--- src/hdl/point_in_polygon_crossing_assert.svh ---
// ----------------------------------------------------------------------------
// point in polygon assertion macros
// shorthand for the concurrent checks at the end of the top level
// ----------------------------------------------------------------------------
`ifndef POINT_IN_POLYGON_CROSSING_ASSERT_SVH
`define POINT_IN_POLYGON_CROSSING_ASSERT_SVH

// same-cycle implication on the block clock, held off during reset
`define PPIC_ASSERT_IMPLY(label, ante, cons) \
   label: assert property (@(posedge clock) disable iff (reset) (ante) |-> (cons)) \
      else $error("point in polygon check failed");

// next-cycle implication on the block clock, held off during reset
`define PPIC_ASSERT_NEXT(label, ante, cons) \
   label: assert property (@(posedge clock) disable iff (reset) (ante) |=> (cons)) \
      else $error("point in polygon check failed");

`endif

--- src/hdl/ppic_pkg.sv ---
// ----------------------------------------------------------------------------
// ppic_pkg
// shared types and constants of the point in polygon crossing block
// ----------------------------------------------------------------------------
package ppic_pkg;

   localparam int COORD_BITS_DEFAULT = 24;
   localparam int COUNT_BITS_DEFAULT = 12;
   localparam int QUEUE_DEPTH        = 4;
   localparam int VERDICT_BITS       = 2;

   typedef enum logic [VERDICT_BITS-1:0] {
      VERDICT_OUTSIDE    = 2'd0,
      VERDICT_INSIDE     = 2'd1,
      VERDICT_DEGENERATE = 2'd2
   } verdict_type;

   typedef struct packed {
      logic first;
      logic last;
      logic on_line;
      logic same_side;
   } edge_flags_type;

endpackage

--- src/hdl/ppic_fifo.sv ---
// ----------------------------------------------------------------------------
// ppic_fifo
// small first-in first-out queue of words with full and empty flags
// ----------------------------------------------------------------------------
module ppic_fifo #(
   parameter int WIDTH = 1,
   parameter int DEPTH = ppic_pkg::QUEUE_DEPTH
) (
   input  logic             clock,
   input  logic             reset,
   input  logic             push,
   input  logic [WIDTH-1:0] wr_data,
   output logic             full,
   input  logic             pop,
   output logic [WIDTH-1:0] rd_data,
   output logic             empty
);

   localparam int PTR_BITS = (DEPTH > 1) ? $clog2(DEPTH) : 1;
   localparam int CNT_BITS = $clog2(DEPTH + 1);

   logic [WIDTH-1:0]    mem_ff [DEPTH];
   logic [PTR_BITS-1:0] wr_ptr_ff, wr_ptr_in;
   logic [PTR_BITS-1:0] rd_ptr_ff, rd_ptr_in;
   logic [CNT_BITS-1:0] count_ff, count_in;
   logic                do_push, do_pop;

   assign full    = (count_ff == CNT_BITS'(DEPTH));
   assign empty   = (count_ff == '0);
   assign do_push = push & ~full;
   assign do_pop  = pop & ~empty;
   assign rd_data = mem_ff[rd_ptr_ff];

   always_comb begin
      wr_ptr_in = wr_ptr_ff;
      rd_ptr_in = rd_ptr_ff;
      count_in  = count_ff;
      if (do_push) begin
         wr_ptr_in = (wr_ptr_ff == PTR_BITS'(DEPTH - 1)) ? '0 : wr_ptr_ff + 1'b1;
      end
      if (do_pop) begin
         rd_ptr_in = (rd_ptr_ff == PTR_BITS'(DEPTH - 1)) ? '0 : rd_ptr_ff + 1'b1;
      end
      case ({do_push, do_pop})
         2'b10:   count_in = count_ff + 1'b1;
         2'b01:   count_in = count_ff - 1'b1;
         default: count_in = count_ff;
      endcase
   end

   always_ff @(posedge clock) begin
      if (reset) begin
         wr_ptr_ff <= '0;
         rd_ptr_ff <= '0;
         count_ff  <= '0;
      end else begin
         wr_ptr_ff <= wr_ptr_in;
         rd_ptr_ff <= rd_ptr_in;
         count_ff  <= count_in;
      end
   end

   always_ff @(posedge clock) begin
      if (do_push) begin
         mem_ff[wr_ptr_ff] <= wr_data;
      end
   end

endmodule

--- src/hdl/ppic_front.sv ---
// ----------------------------------------------------------------------------
// ppic_front
// latches the test point, keeps the previous vertex and classifies each edge
// ----------------------------------------------------------------------------
module ppic_front #(
   parameter int COORD_BITS = ppic_pkg::COORD_BITS_DEFAULT
) (
   input  logic                         clock,
   input  logic                         reset,
   input  logic                         accept,
   input  logic signed [COORD_BITS-1:0] test_x,
   input  logic signed [COORD_BITS-1:0] test_y,
   input  logic signed [COORD_BITS-1:0] vert_x,
   input  logic signed [COORD_BITS-1:0] vert_y,
   input  logic                         first_vertex,
   input  logic                         last_vertex,
   output ppic_pkg::edge_flags_type     flags,
   output logic signed [COORD_BITS:0]   diff_a,
   output logic signed [COORD_BITS:0]   diff_b,
   output logic signed [COORD_BITS:0]   diff_c,
   output logic signed [COORD_BITS:0]   diff_d
);

   logic signed [COORD_BITS-1:0] prev_vx_ff, prev_vy_ff;
   logic signed [COORD_BITS-1:0] held_px_ff, held_py_ff;
   logic signed [COORD_BITS:0]   vx_w, vy_w, pvx_w, pvy_w, hpx_w, hpy_w;

   always_comb begin
      vx_w  = {vert_x[COORD_BITS-1], vert_x};
      vy_w  = {vert_y[COORD_BITS-1], vert_y};
      pvx_w = {prev_vx_ff[COORD_BITS-1], prev_vx_ff};
      pvy_w = {prev_vy_ff[COORD_BITS-1], prev_vy_ff};
      hpx_w = {held_px_ff[COORD_BITS-1], held_px_ff};
      hpy_w = {held_py_ff[COORD_BITS-1], held_py_ff};

      flags.first     = first_vertex;
      flags.last      = last_vertex;
      flags.on_line   = (held_py_ff == vert_y) || (held_py_ff == prev_vy_ff);
      flags.same_side = ((vert_y > held_py_ff) && (prev_vy_ff > held_py_ff)) ||
                        ((vert_y < held_py_ff) && (prev_vy_ff < held_py_ff));

      // edge from this vertex back to the previous one
      diff_a = pvx_w - vx_w;
      diff_b = hpy_w - vy_w;
      diff_c = vx_w - hpx_w;
      diff_d = pvy_w - vy_w;
   end

   always_ff @(posedge clock) begin
      if (reset) begin
         prev_vx_ff <= '0;
         prev_vy_ff <= '0;
         held_px_ff <= '0;
         held_py_ff <= '0;
      end else if (accept) begin
         prev_vx_ff <= vert_x;
         prev_vy_ff <= vert_y;
         if (first_vertex) begin
            held_px_ff <= test_x;
            held_py_ff <= test_y;
         end
      end
   end

endmodule

--- src/hdl/ppic_back.sv ---
// ----------------------------------------------------------------------------
// ppic_back
// exact crossing test by cross products, crossing count and verdict
// ----------------------------------------------------------------------------
module ppic_back #(
   parameter int COORD_BITS = ppic_pkg::COORD_BITS_DEFAULT,
   parameter int COUNT_BITS = ppic_pkg::COUNT_BITS_DEFAULT
) (
   input  logic                       clock,
   input  logic                       reset,
   input  logic                       in_valid,
   output logic                       in_pop,
   input  ppic_pkg::edge_flags_type   in_flags,
   input  logic signed [COORD_BITS:0] diff_a,
   input  logic signed [COORD_BITS:0] diff_b,
   input  logic signed [COORD_BITS:0] diff_c,
   input  logic signed [COORD_BITS:0] diff_d,
   input  logic                       out_full,
   output logic                       out_push,
   output ppic_pkg::verdict_type      out_verdict,
   output logic [COUNT_BITS-1:0]      out_count
);

   localparam int DW = COORD_BITS + 1;
   localparam int PW = 2 * DW;
   localparam int SW = PW + 1;

   logic                     advance;
   logic signed [PW-1:0]     prod_ab_in, prod_cd_in;

   logic                     s1_valid_ff;
   ppic_pkg::edge_flags_type s1_flags_ff;
   logic signed [PW-1:0]     s1_prod_ab_ff, s1_prod_cd_ff;
   logic                     s1_dneg_ff;

   logic [SW-1:0]            cross_sum;
   logic                     sum_zero, edge_degen, edge_cross, emit;

   logic [COUNT_BITS-1:0]    cnt_ff, cnt_mid, cnt_in;
   logic                     par_ff, par_mid, par_in;
   logic                     deg_ff, deg_mid, deg_in;

   assign advance    = ~out_full;
   assign in_pop     = advance & in_valid;
   assign prod_ab_in = diff_a * diff_b;
   assign prod_cd_in = diff_c * diff_d;

   always_ff @(posedge clock) begin
      if (reset) begin
         s1_valid_ff <= 1'b0;
      end else if (advance) begin
         s1_valid_ff <= in_valid;
      end
   end

   always_ff @(posedge clock) begin
      if (advance) begin
         s1_flags_ff   <= in_flags;
         s1_prod_ab_ff <= prod_ab_in;
         s1_prod_cd_ff <= prod_cd_in;
         s1_dneg_ff    <= diff_d[DW-1];
      end
   end

   always_comb begin
      cross_sum  = {s1_prod_ab_ff[PW-1], s1_prod_ab_ff} +
                   {s1_prod_cd_ff[PW-1], s1_prod_cd_ff};
      sum_zero   = (cross_sum == '0);
      edge_degen = s1_flags_ff.on_line | (~s1_flags_ff.same_side & sum_zero);
      edge_cross = ~s1_flags_ff.on_line & ~s1_flags_ff.same_side & ~sum_zero &
                   (cross_sum[SW-1] == s1_dneg_ff);

      cnt_mid = cnt_ff;
      par_mid = par_ff;
      deg_mid = deg_ff;
      if (s1_flags_ff.first) begin
         cnt_mid = '0;
         par_mid = 1'b0;
         deg_mid = 1'b0;
      end else if (edge_degen) begin
         deg_mid = 1'b1;
      end else if (edge_cross) begin
         par_mid = ~par_ff;
         if (cnt_ff != '1) begin
            cnt_mid = cnt_ff + 1'b1;
         end
      end

      emit     = s1_valid_ff & s1_flags_ff.last;
      out_push = advance & emit;

      if (deg_mid) begin
         out_verdict = ppic_pkg::VERDICT_DEGENERATE;
         out_count   = '0;
      end else begin
         out_verdict = par_mid ? ppic_pkg::VERDICT_INSIDE : ppic_pkg::VERDICT_OUTSIDE;
         out_count   = cnt_mid;
      end

      // totals restart once the verdict has gone
      cnt_in = emit ? '0 : cnt_mid;
      par_in = emit ? 1'b0 : par_mid;
      deg_in = emit ? 1'b0 : deg_mid;
   end

   always_ff @(posedge clock) begin
      if (reset) begin
         cnt_ff <= '0;
         par_ff <= 1'b0;
         deg_ff <= 1'b0;
      end else if (advance && s1_valid_ff) begin
         cnt_ff <= cnt_in;
         par_ff <= par_in;
         deg_ff <= deg_in;
      end
   end

endmodule

--- src/hdl/point_in_polygon_crossing.sv ---
// path: an accepted vertex word is written into the edge queue, then its products into the
// back end register, and the verdict of a closing vertex then into the result queue
// throughput: one vertex per cycle, set by the multiply stage, while neither queue is full
// reset: synchronous and active high; clears queues, totals and the stored point and vertex
// ----------------------------------------------------------------------------
// point_in_polygon_crossing
// crossing number point in polygon test: front classifier, edge queue,
// cross product back end and result queue
// ----------------------------------------------------------------------------
`include "point_in_polygon_crossing_assert.svh"

module point_in_polygon_crossing #(
   parameter int COORD_BITS = ppic_pkg::COORD_BITS_DEFAULT,
   parameter int COUNT_BITS = ppic_pkg::COUNT_BITS_DEFAULT
) (
   input  logic                         clock,
   input  logic                         reset,
   input  logic                         req_push,
   output logic                         req_full,
   input  logic signed [COORD_BITS-1:0] req_test_x,
   input  logic signed [COORD_BITS-1:0] req_test_y,
   input  logic signed [COORD_BITS-1:0] req_vert_x,
   input  logic signed [COORD_BITS-1:0] req_vert_y,
   input  logic                         req_first_vertex,
   input  logic                         req_last_vertex,
   output logic                         rsp_empty,
   input  logic                         rsp_pop,
   output logic [1:0]                   rsp_verdict,
   output logic [COUNT_BITS-1:0]        rsp_crossing_count
);

   localparam int DW        = COORD_BITS + 1;
   localparam int FLAG_BITS = $bits(ppic_pkg::edge_flags_type);
   localparam int MID_BITS  = FLAG_BITS + 4 * DW;
   localparam int RSP_BITS  = ppic_pkg::VERDICT_BITS + COUNT_BITS;

   logic                     accept;
   ppic_pkg::edge_flags_type front_flags, back_flags;
   logic signed [DW-1:0]     front_a, front_b, front_c, front_d;
   logic signed [DW-1:0]     back_a, back_b, back_c, back_d;
   logic [MID_BITS-1:0]      mid_wr, mid_rd;
   logic                     mid_full, mid_empty, mid_pop;
   logic                     out_full, out_push;
   ppic_pkg::verdict_type    out_verdict;
   logic [COUNT_BITS-1:0]    out_count;
   logic [RSP_BITS-1:0]      rsp_wr, rsp_rd;
   logic                     rsp_degen, rsp_inside, rsp_sat;

   assign accept   = req_push & ~mid_full;
   assign req_full = mid_full;

   ppic_front #(
      .COORD_BITS(COORD_BITS)
   ) u_front (
      .clock       (clock),
      .reset       (reset),
      .accept      (accept),
      .test_x      (req_test_x),
      .test_y      (req_test_y),
      .vert_x      (req_vert_x),
      .vert_y      (req_vert_y),
      .first_vertex(req_first_vertex),
      .last_vertex (req_last_vertex),
      .flags       (front_flags),
      .diff_a      (front_a),
      .diff_b      (front_b),
      .diff_c      (front_c),
      .diff_d      (front_d)
   );

   assign mid_wr = {front_flags, front_a, front_b, front_c, front_d};

   ppic_fifo #(
      .WIDTH(MID_BITS),
      .DEPTH(ppic_pkg::QUEUE_DEPTH)
   ) u_edge_queue (
      .clock  (clock),
      .reset  (reset),
      .push   (req_push),
      .wr_data(mid_wr),
      .full   (mid_full),
      .pop    (mid_pop),
      .rd_data(mid_rd),
      .empty  (mid_empty)
   );

   assign back_flags = ppic_pkg::edge_flags_type'(mid_rd[MID_BITS-1 -: FLAG_BITS]);
   assign back_a     = mid_rd[4*DW-1 -: DW];
   assign back_b     = mid_rd[3*DW-1 -: DW];
   assign back_c     = mid_rd[2*DW-1 -: DW];
   assign back_d     = mid_rd[DW-1:0];

   ppic_back #(
      .COORD_BITS(COORD_BITS),
      .COUNT_BITS(COUNT_BITS)
   ) u_back (
      .clock      (clock),
      .reset      (reset),
      .in_valid   (~mid_empty),
      .in_pop     (mid_pop),
      .in_flags   (back_flags),
      .diff_a     (back_a),
      .diff_b     (back_b),
      .diff_c     (back_c),
      .diff_d     (back_d),
      .out_full   (out_full),
      .out_push   (out_push),
      .out_verdict(out_verdict),
      .out_count  (out_count)
   );

   assign rsp_wr = {out_verdict, out_count};

   ppic_fifo #(
      .WIDTH(RSP_BITS),
      .DEPTH(ppic_pkg::QUEUE_DEPTH)
   ) u_result_queue (
      .clock  (clock),
      .reset  (reset),
      .push   (out_push),
      .wr_data(rsp_wr),
      .full   (out_full),
      .pop    (rsp_pop),
      .rd_data(rsp_rd),
      .empty  (rsp_empty)
   );

   assign rsp_verdict        = rsp_rd[RSP_BITS-1 -: ppic_pkg::VERDICT_BITS];
   assign rsp_crossing_count = rsp_rd[COUNT_BITS-1:0];

   assign rsp_degen  = (rsp_verdict == ppic_pkg::VERDICT_DEGENERATE);
   assign rsp_inside = (rsp_verdict == ppic_pkg::VERDICT_INSIDE);
   assign rsp_sat    = (rsp_crossing_count == '1);

   // degenerate polygons report no crossings
   `PPIC_ASSERT_IMPLY(a_degen_count_zero, !rsp_empty && rsp_degen, rsp_crossing_count == '0)
   // below saturation the count parity matches the verdict
   `PPIC_ASSERT_IMPLY(a_parity_matches, !rsp_empty && !rsp_sat, rsp_crossing_count[0] == rsp_inside)
   // an accepted word is waiting in the edge queue on the next cycle
   `PPIC_ASSERT_NEXT(a_word_queued, req_push && !req_full, !mid_empty)

endmodule
--- config.mk ---
export PLATFORM = sky130hd
export DESIGN_NAME = point_in_polygon_crossing
export DESIGN_NICKNAME = d
export VERILOG_FILES = /design/src/hdl/ppic_pkg.sv /design/src/hdl/ppic_fifo.sv /design/src/hdl/ppic_front.sv /design/src/hdl/ppic_back.sv /design/src/hdl/point_in_polygon_crossing.sv
export VERILOG_INCLUDE_DIRS = /design/src /design/src/hdl
export SDC_FILE = /design/constraint.sdc
export NUM_CORES = 2
export LEC_CHECK = 0
export BUFFER_PORTS_ARGS = -buffer_cell sky130_fd_sc_hd__buf_2
export CORE_MARGIN = 5
export CORE_UTILIZATION = 40
export CTS_CLUSTER_DIAMETER = 50
export DETAILED_ROUTE_END_ITERATION = 8
export SLEW_MARGIN = 10
export SYNTH_ARGS = -nofsm -noshare
export SYNTH_HDL_FRONTEND = slang
export SYNTH_SLANG_ARGS = --single-unit
--- constraint.sdc ---
create_clock -name clock -period 12.9 [get_ports clock]
set_input_delay 1.29 -clock clock [delete_from_list [all_inputs] [get_ports clock]]
set_output_delay 1.29 -clock clock [all_outputs]
set_load 0.005 [all_outputs]
==> results.yml <==
placed_design:
  place_hpwl_mm: 185
  globalplace.congestion: 0.926
  portBuffers: 117
  place_ws_ps: 2770
synth:
  synth_area_per_cell_um2: 10.1
  synth_nets: 9676
  ys_ff_latch: 706
  ys_seq_area_share_pct: 25.4
  syn_area_mm2: 0.0783
  synth_flop_cell: "edfxtp_1"
  yosys.cell_types.count: 81
  ys_async_sr_fraction_pct: 0
  synth_cells: 7785
  ys.warnings.count: 0
  synth_edf_count: 577
timing:
  rsz0062_at_grt: "no"
  slew_headroom_pct: 20.0
  post-route-period-util_pct: 79.7
  min_period_ps: 10280
  setup-tns-final_ps: 0
  setup_viol: 0
  layout_setup_ws_ps: 2620
  hold_slack_ps: 452
  hold_viol_final: 0
  skew_ps: 70.1
  max_freq_ghz: 0.0973
  timing_worst_slew_pin_value_ps: 1200
  maxSlewViolCount: 0
clock_network:
  clock_sinks: 706
  root_buffer: "clkbuf_16"
  clock_path_buffers: 3
  htreeDepth: 3
  cts-hold-fix-buffers: 0
  cts_tree: "done"
  cts_setup_buffers: 0
  cts-buffers-inserted: 91
  cts_resized: 0
  cts.clk_slew.worst_paths_ps: 60
  clock_latency_ps: 720
floorplan:
  start_util_pct: 40.2
  ios: 118
  fp.coreArea_mm2: 0.195
  dieArea_mm2: 0.205
  fp-row-count: 162
  die_height_um: 452
  die_w_um: 452
global_route:
  track_usage_pct: 23.4
  grt_pass1_wl_mm: 362
  grt.overflow.total: 0
  grt_pass1_vias: 58719
  grt_max_degree: 130
  antenna_found_initial: 5
worst_setup_path:
  critPathKind: "reg -> reg"
  cp_common_cell: "fa_1"
  critPathRequiredTime_ps: 13350
  critPathMaxStageDelay_ps: 830
  cp.arrival_ps: 10730
  end_kind: "flip-flop"
  critPathSlowestCell: "dfxtp_4"
  crit_fanout: 41
  start_kind: "flip-flop"
routing:
  firstDrtPassIters: 6
  via_per_inst: 5.26
  drt_iter0_drc: 4287
  antenna_left: 0
  wire_per_inst_um: 22.5
  num_vias: 55489
  wl_mm: 237
  drcViolationCount: 0
flow_run:
  maxCapViolations: 0
layout:
  drive_above_1_share_pct: 7.42
  fin_nets: 9737
  final_cell_mix: "1474 x inv_1, 1323 x fa_1, 1016 x nand2_1"
  synthToLayoutAreaGrowth_pct: 8.99
  fin_util_pct: 43.8
  final_common_cell: "inv_1"
hold_path:
  hold_path_class: "reg -> reg"
status:
  status: "completed"
==> worst paths after layout <==
check	end	slack, ps	cells after the start	startpoint
min reg2reg	u_front.held_px_ff[21]	450	2	u_front.held_px_ff[21]
min	u_front.held_px_ff[21]	450	2	u_front.held_px_ff[21]
max reg2reg	u_back.s1_prod_cd_ff[48]	2620	30	flip-flop
max	u_back.s1_prod_cd_ff[48]	2620	30	flip-flop
==> flip-flops by register name, indices dropped and copies added (netlist names), 2 cells and up, named ones only <==
name,cells
u_front.prev_vx_ff,24
u_edge_queue.count_ff,3
u_result_queue.count_ff,3
u_back.cnt_ff,12
u_back.s1_prod_cd_ff,50
u_result_queue.mem_ff,56
u_front.prev_vy_ff,24
u_result_queue.wr_ptr_ff,2
u_back.s1_prod_ab_ff,50
u_result_queue.rd_ptr_ff,2
u_front.held_py_ff,24
u_edge_queue.mem_ff,416
u_front.held_px_ff,24
u_back.s1_flags_ff,4
u_edge_queue.rd_ptr_ff,2
u_edge_queue.wr_ptr_ff,2
==> through the flow <==
stage	cell area [um^2]	instances
2_1_floorplan	78300	7785
3_3_place_gp	82300	10377
3_5_place_dp	82300	10377
4_1_cts	85300	10549
5_1_grt	85300	10549
6_report	85400	10552
==> per-layer routing <==
metal / routed length (um) / vias to the layer above / track usage (%)
met5: 0 / - / 0
met3: 17600 / 453 / 4.38
li1: - / 24711 / -
met4: 11700 / 0 / 9.43
met1: 96500 / 28330 / 30.5
met2: 112000 / 1995 / 38.7
==> cells by family (layout without fill, tap and decap cells) <==
logic type / after synthesis / in the layout / share of synthesized area [%]
AOI/OAI and AO/OA: 941 / 941 / 7.53
adders and majority gates: 1789 / 1789 / 41.3
buffers and inverters: 1773 / 1913 / 8.51
other: 0 / 3 / 0
muxes: 210 / 210 / 3.43
xor gates and xnor gates: 208 / 208 / 2.33
DFF: 706 / 706 / 25.4
and+or+nand+nor: 2158 / 2158 / 11.5
==> Yosys cell counts (all sizes together) (59+ instances only) <==
cell / n / share of area, %
fa: 1323 / 34
nand2: 1018 / 4.9
xor2: 59 / 0.66
a21o: 97 / 0.93
nor2: 752 / 3.6
xnor2: 149 / 1.7
clkbuf: 265 / 1.3
inv: 1476 / 7.1
o21a: 95 / 0.91
o21ai: 226 / 1.4
mux2: 79 / 1.1
mux2i: 92 / 1.2
a21oi: 302 / 1.9
edfxtp: 577 / 22
dfxtp: 129 / 3.3
ha: 466 / 7.4
and2: 89 / 0.71
==> layout make-up <==
cell class,count,area [um^2]
Clock buffer,109,2410
Timing Repair Buffer,263,1710
Clock inverter,63,622
Fill cell,18469,109000
Multi-Input combinational cell,5306,51900
Antenna cell,3,7.51
Sequential cell,706,19900
Inverter,1478,5550
Tap cell,2624,3280
==> worst max-delay path: cells and delay by family (launching register included) <==
family / cells / cell delay (ps)
simple gates: 2 / 210
mux: 1 / 380
xor+xnor: 1 / 160
buf+inv: 7 / 700
compound gates: 11 / 3730
fa+ha+maj: 8 / 3930
flops: 1 / 830
Power is left out: the tool's default activity adds up to more than one toggle a clock period on the data nets, which glitch-free logic cannot reach.
